<file path="config.mk">
export PLATFORM = sky130hd
export DESIGN_NAME = elf64_image_header_checker_top
export DESIGN_NICKNAME = d
export VERILOG_FILES = /design/src/sv/elfchk_pkg.sv /design/src/sv/elfchk_hdr_chk.sv /design/src/sv/elfchk_seg_chk.sv /design/src/sv/elf64_image_header_checker_top.sv
export SDC_FILE = /design/constraint.sdc
export NUM_CORES = 2
export LEC_CHECK = 0
export BUFFER_PORTS_ARGS = -buffer_cell sky130_fd_sc_hd__clkbuf_2
export CAP_MARGIN = 0
export CORE_ASPECT_RATIO = 0.6
export CORE_UTILIZATION = 31
export CTS_CLUSTER_SIZE = 25
export DETAILED_ROUTE_END_ITERATION = 8
export PLACE_DENSITY = 0.58
export REMOVE_ABC_BUFFERS = 1
export SYNTH_ARGS = -nofsm -noshare
export SYNTH_HDL_FRONTEND = slang
export SYNTH_HIERARCHICAL = 1
export SYNTH_SLANG_ARGS = --single-unit
</file>
<file path="constraint.sdc">
create_clock -name clk_i -period 19.8 [get_ports clk_i]
set_input_delay 3.96 -clock clk_i [delete_from_list [all_inputs] [get_ports clk_i]]
set_output_delay 3.96 -clock clk_i [all_outputs]
set_load 0.05 [all_outputs]
</file>
<file path="src/sv/elfchk_pkg.sv">
// elfchk_pkg: item types, status codes and accumulator record for the elf64 image checker
// used by every module of the checker; depends on nothing
package elfchk_pkg;

  localparam logic [7:0]  MagicB0      = 8'h7f;
  localparam logic [7:0]  MagicB1      = 8'h45;
  localparam logic [7:0]  MagicB2      = 8'h4c;
  localparam logic [7:0]  MagicB3      = 8'h46;
  localparam logic [7:0]  Class64      = 8'd2;
  localparam logic [7:0]  DataLsb      = 8'd1;
  localparam logic [7:0]  IdentVersion = 8'd1;
  localparam logic [15:0] MachineX8664 = 16'd62;
  localparam logic [31:0] TypeExec     = 32'd2;
  localparam logic [31:0] TypeDyn      = 32'd3;
  localparam logic [31:0] SegLoad      = 32'd1;
  localparam logic [15:0] EhdrSize     = 16'd64;
  localparam logic [15:0] PhdrSize     = 16'd56;
  localparam logic [63:0] MinImageSize = 64'd64;

  typedef enum logic [0:0] {
    CMD_FILE_HDR = 1'b0,
    CMD_PROG_HDR = 1'b1
  } cmd_e;

  typedef enum logic [3:0] {
    ST_PENDING  = 4'd0,
    ST_OK       = 4'd1,
    ST_SMALL    = 4'd2,
    ST_MAGIC    = 4'd3,
    ST_CLASS    = 4'd4,
    ST_MACHINE  = 4'd5,
    ST_TYPE     = 4'd6,
    ST_HEADER   = 4'd7,
    ST_TABLE    = 4'd8,
    ST_SEGSIZE  = 4'd9,
    ST_SEGFILE  = 4'd10,
    ST_SEGMEM   = 4'd11,
    ST_NOLOAD   = 4'd12,
    ST_SEQUENCE = 4'd13
  } status_e;

  typedef struct packed {
    logic [0:0]  command;
    logic [55:0] ident_word;
    logic [31:0] type_code;
    logic [15:0] machine_code;
    logic [15:0] header_size;
    logic [15:0] table_entry_size;
    logic [15:0] table_count;
    logic [63:0] file_offset;
    logic [63:0] address;
    logic [63:0] seg_file_size;
    logic [63:0] seg_mem_size;
  } in_item_t;

  typedef struct packed {
    status_e     status;
    logic        done_res;
    logic [63:0] entry_point;
    logic [15:0] headers_total;
    logic [15:0] loads_seen;
    logic [63:0] lowest_vaddr;
    logic [63:0] highest_vaddr_end;
    logic [63:0] lowest_offset;
    logic [63:0] highest_offset_end;
  } out_item_t;

  typedef struct packed {
    logic [15:0] load_tally;
    logic [63:0] min_addr;
    logic [63:0] max_addr_end;
    logic [63:0] min_off;
    logic [63:0] max_off_end;
  } acc_t;

  localparam acc_t AccReset = '{
    load_tally:   16'd0,
    min_addr:     '1,
    max_addr_end: 64'd0,
    min_off:      '1,
    max_off_end:  64'd0
  };

endpackage

</file>
<file path="src/sv/elfchk_hdr_chk.sv">
// elfchk_hdr_chk: combinational checks of one file header item
// depends on elfchk_pkg
module elfchk_hdr_chk (
  input  elfchk_pkg::in_item_t item_i,
  input  logic [63:0]          image_size_i,
  output elfchk_pkg::status_e  err_o
);
  import elfchk_pkg::*;

  logic [21:0] table_bytes;
  logic [64:0] table_end;
  logic        magic_ok;
  logic        class_ok;
  logic        type_ok;
  logic        sizes_ok;

  assign table_bytes = {6'd0, item_i.table_count} * 22'(PhdrSize);
  assign table_end   = {1'b0, item_i.file_offset} + {43'd0, table_bytes};

  assign magic_ok = (item_i.ident_word[7:0] == MagicB0) && (item_i.ident_word[15:8] == MagicB1)
                 && (item_i.ident_word[23:16] == MagicB2)
                 && (item_i.ident_word[31:24] == MagicB3);
  assign class_ok = (item_i.ident_word[39:32] == Class64) && (item_i.ident_word[47:40] == DataLsb)
                 && (item_i.ident_word[55:48] == IdentVersion);
  assign type_ok  = (item_i.type_code == TypeExec) || (item_i.type_code == TypeDyn);
  assign sizes_ok = (item_i.header_size == EhdrSize) && (item_i.table_entry_size == PhdrSize)
                 && (item_i.table_count != 16'd0);

  always_comb begin
    if (image_size_i < MinImageSize) begin
      err_o = ST_SMALL;
    end else if (!magic_ok) begin
      err_o = ST_MAGIC;
    end else if (!class_ok) begin
      err_o = ST_CLASS;
    end else if (item_i.machine_code != MachineX8664) begin
      err_o = ST_MACHINE;
    end else if (!type_ok) begin
      err_o = ST_TYPE;
    end else if (!sizes_ok) begin
      err_o = ST_HEADER;
    end else if (table_end[64] || (table_end[63:0] > image_size_i)) begin
      err_o = ST_TABLE;
    end else begin
      err_o = ST_PENDING;
    end
  end

endmodule

</file>
<file path="src/sv/elfchk_seg_chk.sv">
// elfchk_seg_chk: checks one program header item and folds a good load segment
// into the running address and offset bounds; depends on elfchk_pkg
module elfchk_seg_chk (
  input  elfchk_pkg::in_item_t item_i,
  input  logic [63:0]          image_size_i,
  input  elfchk_pkg::acc_t     acc_i,
  output elfchk_pkg::status_e  err_o,
  output elfchk_pkg::acc_t     acc_o
);
  import elfchk_pkg::*;

  logic [64:0] file_end;
  logic [64:0] mem_end;
  logic        is_load;

  assign is_load  = (item_i.type_code == SegLoad);
  assign file_end = {1'b0, item_i.file_offset} + {1'b0, item_i.seg_file_size};
  assign mem_end  = {1'b0, item_i.address} + {1'b0, item_i.seg_mem_size};

  always_comb begin
    if (!is_load) begin
      err_o = ST_PENDING;
    end else if (item_i.seg_file_size > item_i.seg_mem_size) begin
      err_o = ST_SEGSIZE;
    end else if (file_end[64] || (file_end[63:0] > image_size_i)) begin
      err_o = ST_SEGFILE;
    end else if (mem_end[64]) begin
      err_o = ST_SEGMEM;
    end else begin
      err_o = ST_PENDING;
    end
  end

  always_comb begin
    acc_o = acc_i;
    if (is_load && (err_o == ST_PENDING)) begin
      acc_o.load_tally = acc_i.load_tally + 16'd1;
      if (item_i.address < acc_i.min_addr) begin
        acc_o.min_addr = item_i.address;
      end
      if (mem_end[63:0] > acc_i.max_addr_end) begin
        acc_o.max_addr_end = mem_end[63:0];
      end
      if (item_i.file_offset < acc_i.min_off) begin
        acc_o.min_off = item_i.file_offset;
      end
      if (file_end[63:0] > acc_i.max_off_end) begin
        acc_o.max_off_end = file_end[63:0];
      end
    end
  end

endmodule

</file>
<file path="src/sv/elf64_image_header_checker_top.sv">
// elf64_image_header_checker_top: input register, image state, check logic and result register
// depends on elfchk_pkg, elfchk_hdr_chk and elfchk_seg_chk
//
// usage: write the image byte length through cfg_we_i / cfg_wdata_i while idle, then
// send one file header item followed by one item per program header on the in channel.
// every accepted item yields exactly one result item on the out channel, carrying the
// status, a done flag and the entry point, header count and load segment bounds so far.
// an item is taken at a clock edge with valid high and stall low on its channel.
// an accepted item sits in the input register, is checked there once the result register is free,
// and its result is registered in the result register, from which it can then be taken.
// throughput: one item per cycle while the out channel does not stall; the critical path is the
// 64-bit end-address add feeding the image-size compare and the min/max updates.
// a stalled result holds; the input register still accepts one more item, after which
// in_stall_o rises until the result is taken.
// reset clears the image state, the image size and both valid flags; in_stall_o is low out of
// reset, so the block can take an item as soon as reset is released.
module elf64_image_header_checker_top (
  input  logic                  clk_i,
  input  logic                  rst_ni,
  input  logic                  cfg_we_i,
  input  logic [63:0]           cfg_wdata_i,
  input  logic                  in_valid_i,
  output logic                  in_stall_o,
  input  elfchk_pkg::in_item_t  in_item_i,
  output logic                  out_valid_o,
  input  logic                  out_stall_i,
  output elfchk_pkg::out_item_t out_item_o
);
  import elfchk_pkg::*;

  logic [63:0] image_size_q;
  in_item_t    in_q;
  logic        in_vld_q, in_vld_d;
  out_item_t   out_q, out_d;
  logic        out_vld_q, out_vld_d;
  logic        out_free;
  logic        fire;
  logic        in_accept;

  logic        busy_q, busy_d;
  logic [15:0] remaining_q, remaining_d;
  logic [63:0] entry_q, entry_d;
  logic [15:0] count_q, count_d;
  acc_t        acc_q, acc_d;

  status_e     hdr_err;
  status_e     seg_err;
  acc_t        seg_acc;
  status_e     status;
  logic        done;

  elfchk_hdr_chk u_hdr_chk (
    .item_i       (in_q),
    .image_size_i (image_size_q),
    .err_o        (hdr_err)
  );

  elfchk_seg_chk u_seg_chk (
    .item_i       (in_q),
    .image_size_i (image_size_q),
    .acc_i        (acc_q),
    .err_o        (seg_err),
    .acc_o        (seg_acc)
  );

  assign out_free   = !out_vld_q || !out_stall_i;
  assign fire       = in_vld_q && out_free;
  assign in_stall_o = in_vld_q && !out_free;
  assign in_accept  = in_valid_i && !in_stall_o;
  assign in_vld_d   = in_accept || (in_vld_q && !fire);
  assign out_vld_d  = fire || (out_vld_q && out_stall_i);

  always_comb begin
    busy_d      = busy_q;
    remaining_d = remaining_q;
    entry_d     = entry_q;
    count_d     = count_q;
    acc_d       = acc_q;
    status      = ST_PENDING;
    done        = 1'b0;
    if (in_q.command == CMD_FILE_HDR) begin
      if (busy_q) begin
        status      = ST_SEQUENCE;
        done        = 1'b1;
        busy_d      = 1'b0;
        remaining_d = 16'd0;
      end else begin
        acc_d   = AccReset;
        entry_d = 64'd0;
        count_d = 16'd0;
        if (hdr_err != ST_PENDING) begin
          status = hdr_err;
          done   = 1'b1;
        end else begin
          entry_d     = in_q.address;
          count_d     = in_q.table_count;
          remaining_d = in_q.table_count;
          busy_d      = 1'b1;
        end
      end
    end else begin
      if (!busy_q) begin
        status = ST_SEQUENCE;
        done   = 1'b1;
      end else if (seg_err != ST_PENDING) begin
        status      = seg_err;
        done        = 1'b1;
        busy_d      = 1'b0;
        remaining_d = 16'd0;
      end else begin
        acc_d = seg_acc;
        if (remaining_q <= 16'd1) begin
          remaining_d = 16'd0;
          busy_d      = 1'b0;
          done        = 1'b1;
          status      = (seg_acc.load_tally == 16'd0) ? ST_NOLOAD : ST_OK;
        end else begin
          remaining_d = remaining_q - 16'd1;
        end
      end
    end
  end

  always_comb begin
    out_d.status             = status;
    out_d.done_res           = done;
    out_d.entry_point        = entry_d;
    out_d.headers_total      = count_d;
    out_d.loads_seen         = acc_d.load_tally;
    out_d.lowest_vaddr       = acc_d.min_addr;
    out_d.highest_vaddr_end  = acc_d.max_addr_end;
    out_d.lowest_offset      = acc_d.min_off;
    out_d.highest_offset_end = acc_d.max_off_end;
  end

  always_ff @(posedge clk_i or negedge rst_ni) begin
    if (!rst_ni) begin
      image_size_q <= 64'd0;
      in_vld_q     <= 1'b0;
      out_vld_q    <= 1'b0;
      busy_q       <= 1'b0;
      remaining_q  <= 16'd0;
      entry_q      <= 64'd0;
      count_q      <= 16'd0;
      acc_q        <= AccReset;
    end else begin
      in_vld_q  <= in_vld_d;
      out_vld_q <= out_vld_d;
      if (cfg_we_i) begin
        image_size_q <= cfg_wdata_i;
      end
      if (fire) begin
        busy_q      <= busy_d;
        remaining_q <= remaining_d;
        entry_q     <= entry_d;
        count_q     <= count_d;
        acc_q       <= acc_d;
      end
    end
  end

  always_ff @(posedge clk_i) begin
    if (in_accept) begin
      in_q <= in_item_i;
    end
    if (fire) begin
      out_q <= out_d;
    end
  end

  assign out_valid_o = out_vld_q;
  assign out_item_o  = out_q;

endmodule

</file>
# Word-level counts from Yosys, hierarchy flattened
# Index checks and enable logic that the tools add are counted.
# op_classes
addsub	5
n_mul	1
order_cmp	9
n_eq_ne	15
mux	51
reduce_logical	30
# op_table
op	count
$mux 272	5
$mux 64	7
$gt 64x64->1	5
$mux 16	9
$add 64x64->65	2
$lt 64x64->1	2
$mux 4	18
$add 64x22->65	1
$eq 32x2->1 const B	2
$lt 64x7->1 const B	1
$eq 32x1->1 const B	1
$eq 8x7->1 const B	4
$mul 16x3->19 const B	1
$add 16x1->16 const B	1
$eq 16x6->1 const B	1
$eq 16x7->1 const B	1
$eq 8x1->1 const B	2
$le 16x1->1 const B	1
$logic_not 16->1	1
$ne 16x6->1 const B	1
$reduce_bool 16->1	1
$sub 16x1->16 const B	1
$logic_and 1x1->1	13
$mux 1	12
other kinds (8)	18
# totals
register_bits	1201
in_bits	478
output_inout_bits	359

# Depth between registers and ports, before layout
# depth
depth_word	15
mapped_depth	37
depth_no_buf	34

# By module
# The synthesis kept the hierarchy.
# by_module_without_submodules
module	instances	cells_each	area_per_inst_um2
elf64_image_header_checker_top	1	3110	44148.6
elfchk_seg_chk	1	2827	20552.2
elfchk_hdr_chk	1	691	5190.0

# Least setup slack after synthesis
# No wires, ideal clock.
# synth_path
path_kind	input to register
start	input out_stall_i
end	register in_q[0] (netlist bit), enable pin
setup_ns	0.828
arrival_ns	13.358
required_ns	18.972
slack_ns	5.614
stages	2
path_buffers	0
cell_sequence	nand3_1 -> and2_1
# synth_between
elab_chain_cells	6
# synth_lines
item	line_no	text
from (decl)	elf64_image_header_checker_top.sv:26	input logic out_stall_i,
$logic_not 1->1	elf64_image_header_checker_top.sv:66	assign out_free = !out_vld_q || !out_stall_i;
$logic_or 1x1->1	elf64_image_header_checker_top.sv:66	
$logic_not 1->1	elf64_image_header_checker_top.sv:68	assign in_stall_o = in_vld_q && !out_free;
$logic_and 1x1->1	elf64_image_header_checker_top.sv:68	
$logic_not 1->1	elf64_image_header_checker_top.sv:69	assign in_accept = in_valid_i && !in_stall_o;
$logic_and 1x1->1	elf64_image_header_checker_top.sv:69	
named net in_accept	elf64_image_header_checker_top.sv:38	logic in_accept;
to (signal assigned)	elf64_image_header_checker_top.sv:164	in_q <= in_item_i;
to (decl)	elf64_image_header_checker_top.sv:32	in_item_t in_q;
# The timed path passes the listed nets, and every way through them passes these cells.
# A chain may end at the register's enable or synchronous reset.

==> run summary <==
Unique masters post-synth: 103
fraction of the cycle the final worst path needs: 0.565
Hold Path Class: reg2reg
number of buffers added by the clock tree synthesis step: 141
static power due to leakage: 35.2 nW
vias in the first global route: 52400
Sw Pwr: 2.24 mW
number of antenna violations at the first check in global routing: 26
combined area of all synthesized cells: 69900 um2
Required @ worst endpoint: 20460 ps
wire length of the first global-routing pass: 366000 um
commonest non-fill, non-tap cells in the layout: sky130_fd_sc_hd__nand2_1 (868), sky130_fd_sc_hd__clkbuf_2 (834), sky130_fd_sc_hd__edfxtp_1 (766)
proportion of total power due to net switching: 0.318
buffer type at the clock tree root: sky130_fd_sc_hd__clkbuf_16
proportion of layout cells with a drive suffix above 1: 0.217
final critical-path required period: 11200 ps
maximum buffer depth of the clock tree: 4
I/O Pins: 837
total of flip-flops plus latches after synthesis: 1201
total of endpoints with negative setup slack in the final report: 0
post-CTS resize count: 0
die width: 615 um
status: complete, no violations
worst-margin pin slew: 1240 ps
Total Power: 7.03 mW
number of buffers added to fix hold violations after cts: 0
height of the chip: 370 um
peak ir drop on the vdd network: 0.0610 mV
Post-synth top flop: sky130_fd_sc_hd__edfxtp_1
Synth-to-Final Area Change: 16.8%
highest achievable clock rate: 89.3 MHz
Final Hold Fails: 0
source-to-sink clock delay at the later pin of the worst-skew pair: 830 ps
RSZ-0062 raised after global routing: false
cell taking the most area after synthesis: sky130_fd_sc_hd__edfxtp_1
areal power density over the cells: 86.1 nW/um2
total via count after detailed routing: 54900
commonest non-fill, non-tap cell in the layout: sky130_fd_sc_hd__nand2_1
Core Box Area: 223000 um2
TritonCTS clock tree: built
startpoint class of the critical path: flip-flop
maximum level of the CTS H-tree: 4
top post-synthesis cells by area: sky130_fd_sc_hd__edfxtp_1 (33%), sky130_fd_sc_hd__ha_1 (11%), sky130_fd_sc_hd__dfrtp_1 (11%)
GRT overflow: 0
maximum fanout along the worst path: 75
Die Outline Area: 227000 um2
Routed Wire Length: 258000 um
final-layout fill cell count: 22100
combinational share of power: 0.210
number of nets in the layout: 8496
Cell Int Power: 4.79 mW
warnings from Yosys: 6
register clock-pin slew on the reported worst setup and hold paths: 70 ps
post-route DRC violation count: 0
asr flop ratio synth: 0.362
Mapped Cells: 6628
number of clock sinks: 1201
normalized max-slew margin: 0.174
wire length per cell: 24.6 um
via/cell ratio: 5.23
sequential power share: 0.413
share of the synthesized area in the top cell type: 0.329
Post-CTS Repair Setup Buffers: 0
RR Startpoint: in_q[194]
number of pins with negative max-slew slack in the final report: 0
number of placement rows: 134
IO Port Bufs: 836
post-synthesis sequential area ratio: 0.487
Area after DPL: 77100 um2
initial core utilization: 0.313
number of flops mapped to enable cells by yosys: 766
RePlAce Congestion: 0.931
pin count of the biggest net entering global routing: 145
DRC marker count from the first detailed-route iteration: 5170
clock group share of total power: 0.376
worst min-delay path startpoint: in_vld_q
hpwl dp: 195000 um
Setup crit end kind: flip-flop
Avg Inst Size Synth: 10.5 um2
number of routed nets with antenna violations: 0
core utilization of the finished layout: 0.366
design area: 81700 um2
critical path startpoint: in_q[194]
worst setup path category: reg2reg
number of maximum-capacitance constraint violations: 0
worst path arrival time: 11860 ps
setup clock skew after layout: 84.4 ps
DRT Pass-1 Iters: 5
GRT Total Usage: 0.219
-- path summary, 6_finish.rpt --
kind | end | slack, ps | depth (start not counted)
setup / recovery | out_item_o[213] | 8600 | 27
hold reg to reg | out_valid_o | 480 | 1
max in group asynchronous | entry_q[14] | 14360 | 3
min in group asynchronous | acc_q[51] | 3150 | 1
setup reg to reg | out_item_o[213] | 8600 | 27
hold / removal | out_valid_o | 480 | 1
-- per-layer routing --
layer	vias to the layer above	share of wire	track usage
met3	362	0.082	0.0567
met5	-	0.0013	0.00847
met1	26800	0.45	0.301
met4	10	0.038	0.0777
li1	25700	-	-
met2	1996	0.43	0.330
-- logic make-up (layout without fill, tap and decap cells) --
kind of cell | after synthesis | after routing | synth area share
fa+ha+maj | 642 | 642 | 0.117
buf+inv | 819 | 1669 | 0.0472
simple gates | 1970 | 1970 | 0.131
compound gates | 1472 | 1472 | 0.140
flops | 1201 | 1201 | 0.487
other cells | 1 | 13 | 0.0000537
mux | 319 | 319 | 0.0514
xor+xnor | 204 | 204 | 0.0256
-- power by group through the flow --
stage	clock [mW]	sequential, mW	combinational, mW
floorplan	0	3.03	0.852
CTS	2.72	2.91	1.45
detailed placement	0	2.96	1.44
global placement	0	2.96	1.42
finish	2.64	2.90	1.48
global route	2.80	2.91	1.61
-- metrics by stage --
step | TNS (ps) | setup slack [ps] | instances | hold slack, ps
after floorplan | -85550 | -668 | 6337 | 441
after CTS | 0 | 9040 | 10500 | 481
after global routing | 0 | 8190 | 10500 | 497
final | 0 | 8600 | 10500 | 476
after global placement | 0 | 9260 | 10200 | 448
after detailed placement | 0 | 9120 | 10200 | 467
-- sequential cells by signal, summed over array words and instances (netlist names) --
signal        count
remaining_q      16
entry_q          64
count_q          16
in_vld_q          1
out_item_o      357
out_valid_o       1
image_size_q     64
in_q            409
busy_q            1
acc_q           272
-- area by class of cell --
type	instances	area (um2)	area share
antenna	12	30.0	0.000368
clock buffer	173	3730	0.0457
clock inverter	72	757	0.00927
inverter	528	1990	0.0244
multi-input combinational	4608	32700	0.400
sequential	1201	34000	0.417
tap	2992	3740	0.0458
timing repair buffer	896	4690	0.0575
-- cells in the mapped netlist, drive strengths merged, types with 19 or more instances --
cell,n
nor2b,46
and3,23
ha,623
o21ai,333
a21o,167
o22a,130
nand3,313
a211oi,39
nor2,302
o211ai,23
mux2,317
dfstp,128
nor3,66
nand2b,33
a22o,147
dfrtp,307
xnor2,130
a21oi,397
nand2,870
inv,527
buf,140
edfxtp,766
clkbuf,151
o21a,37
o21bai,32
nor4,78
a31oi,24
fa,19
xor2,74
nand4,133
-- worst max-delay path, stage by stage, from the launching register on --
cell	delay, ps
sky130_fd_sc_hd__edfxtp_1	460
sky130_fd_sc_hd__ha_1	380
sky130_fd_sc_hd__o21ai_0	120
sky130_fd_sc_hd__o21ai_0	490
sky130_fd_sc_hd__nand3_1	230
sky130_fd_sc_hd__a21oi_1	590
sky130_fd_sc_hd__and3b_1	250
sky130_fd_sc_hd__o21ai_0	230
sky130_fd_sc_hd__o211a_1	360
sky130_fd_sc_hd__o21ai_0	910
sky130_fd_sc_hd__a2bb2oi_1	200
sky130_fd_sc_hd__xnor2_1	240
sky130_fd_sc_hd__ha_1	330
sky130_fd_sc_hd__nand4_1	190
sky130_fd_sc_hd__nor4_1	970
sky130_fd_sc_hd__and4_1	400
sky130_fd_sc_hd__a31o_2	170
sky130_fd_sc_hd__a31oi_1	50
sky130_fd_sc_hd__a211oi_1	350
sky130_fd_sc_hd__o211ai_2	310
sky130_fd_sc_hd__o31a_1	360
sky130_fd_sc_hd__nor4_2	440
sky130_fd_sc_hd__nand2_1	310
sky130_fd_sc_hd__nor2_4	760
sky130_fd_sc_hd__buf_4	640
sky130_fd_sc_hd__buf_4	810
sky130_fd_sc_hd__nand2_1	140
sky130_fd_sc_hd__nand3_1	130
Note: power is estimated with default switching activity, not from simulation.
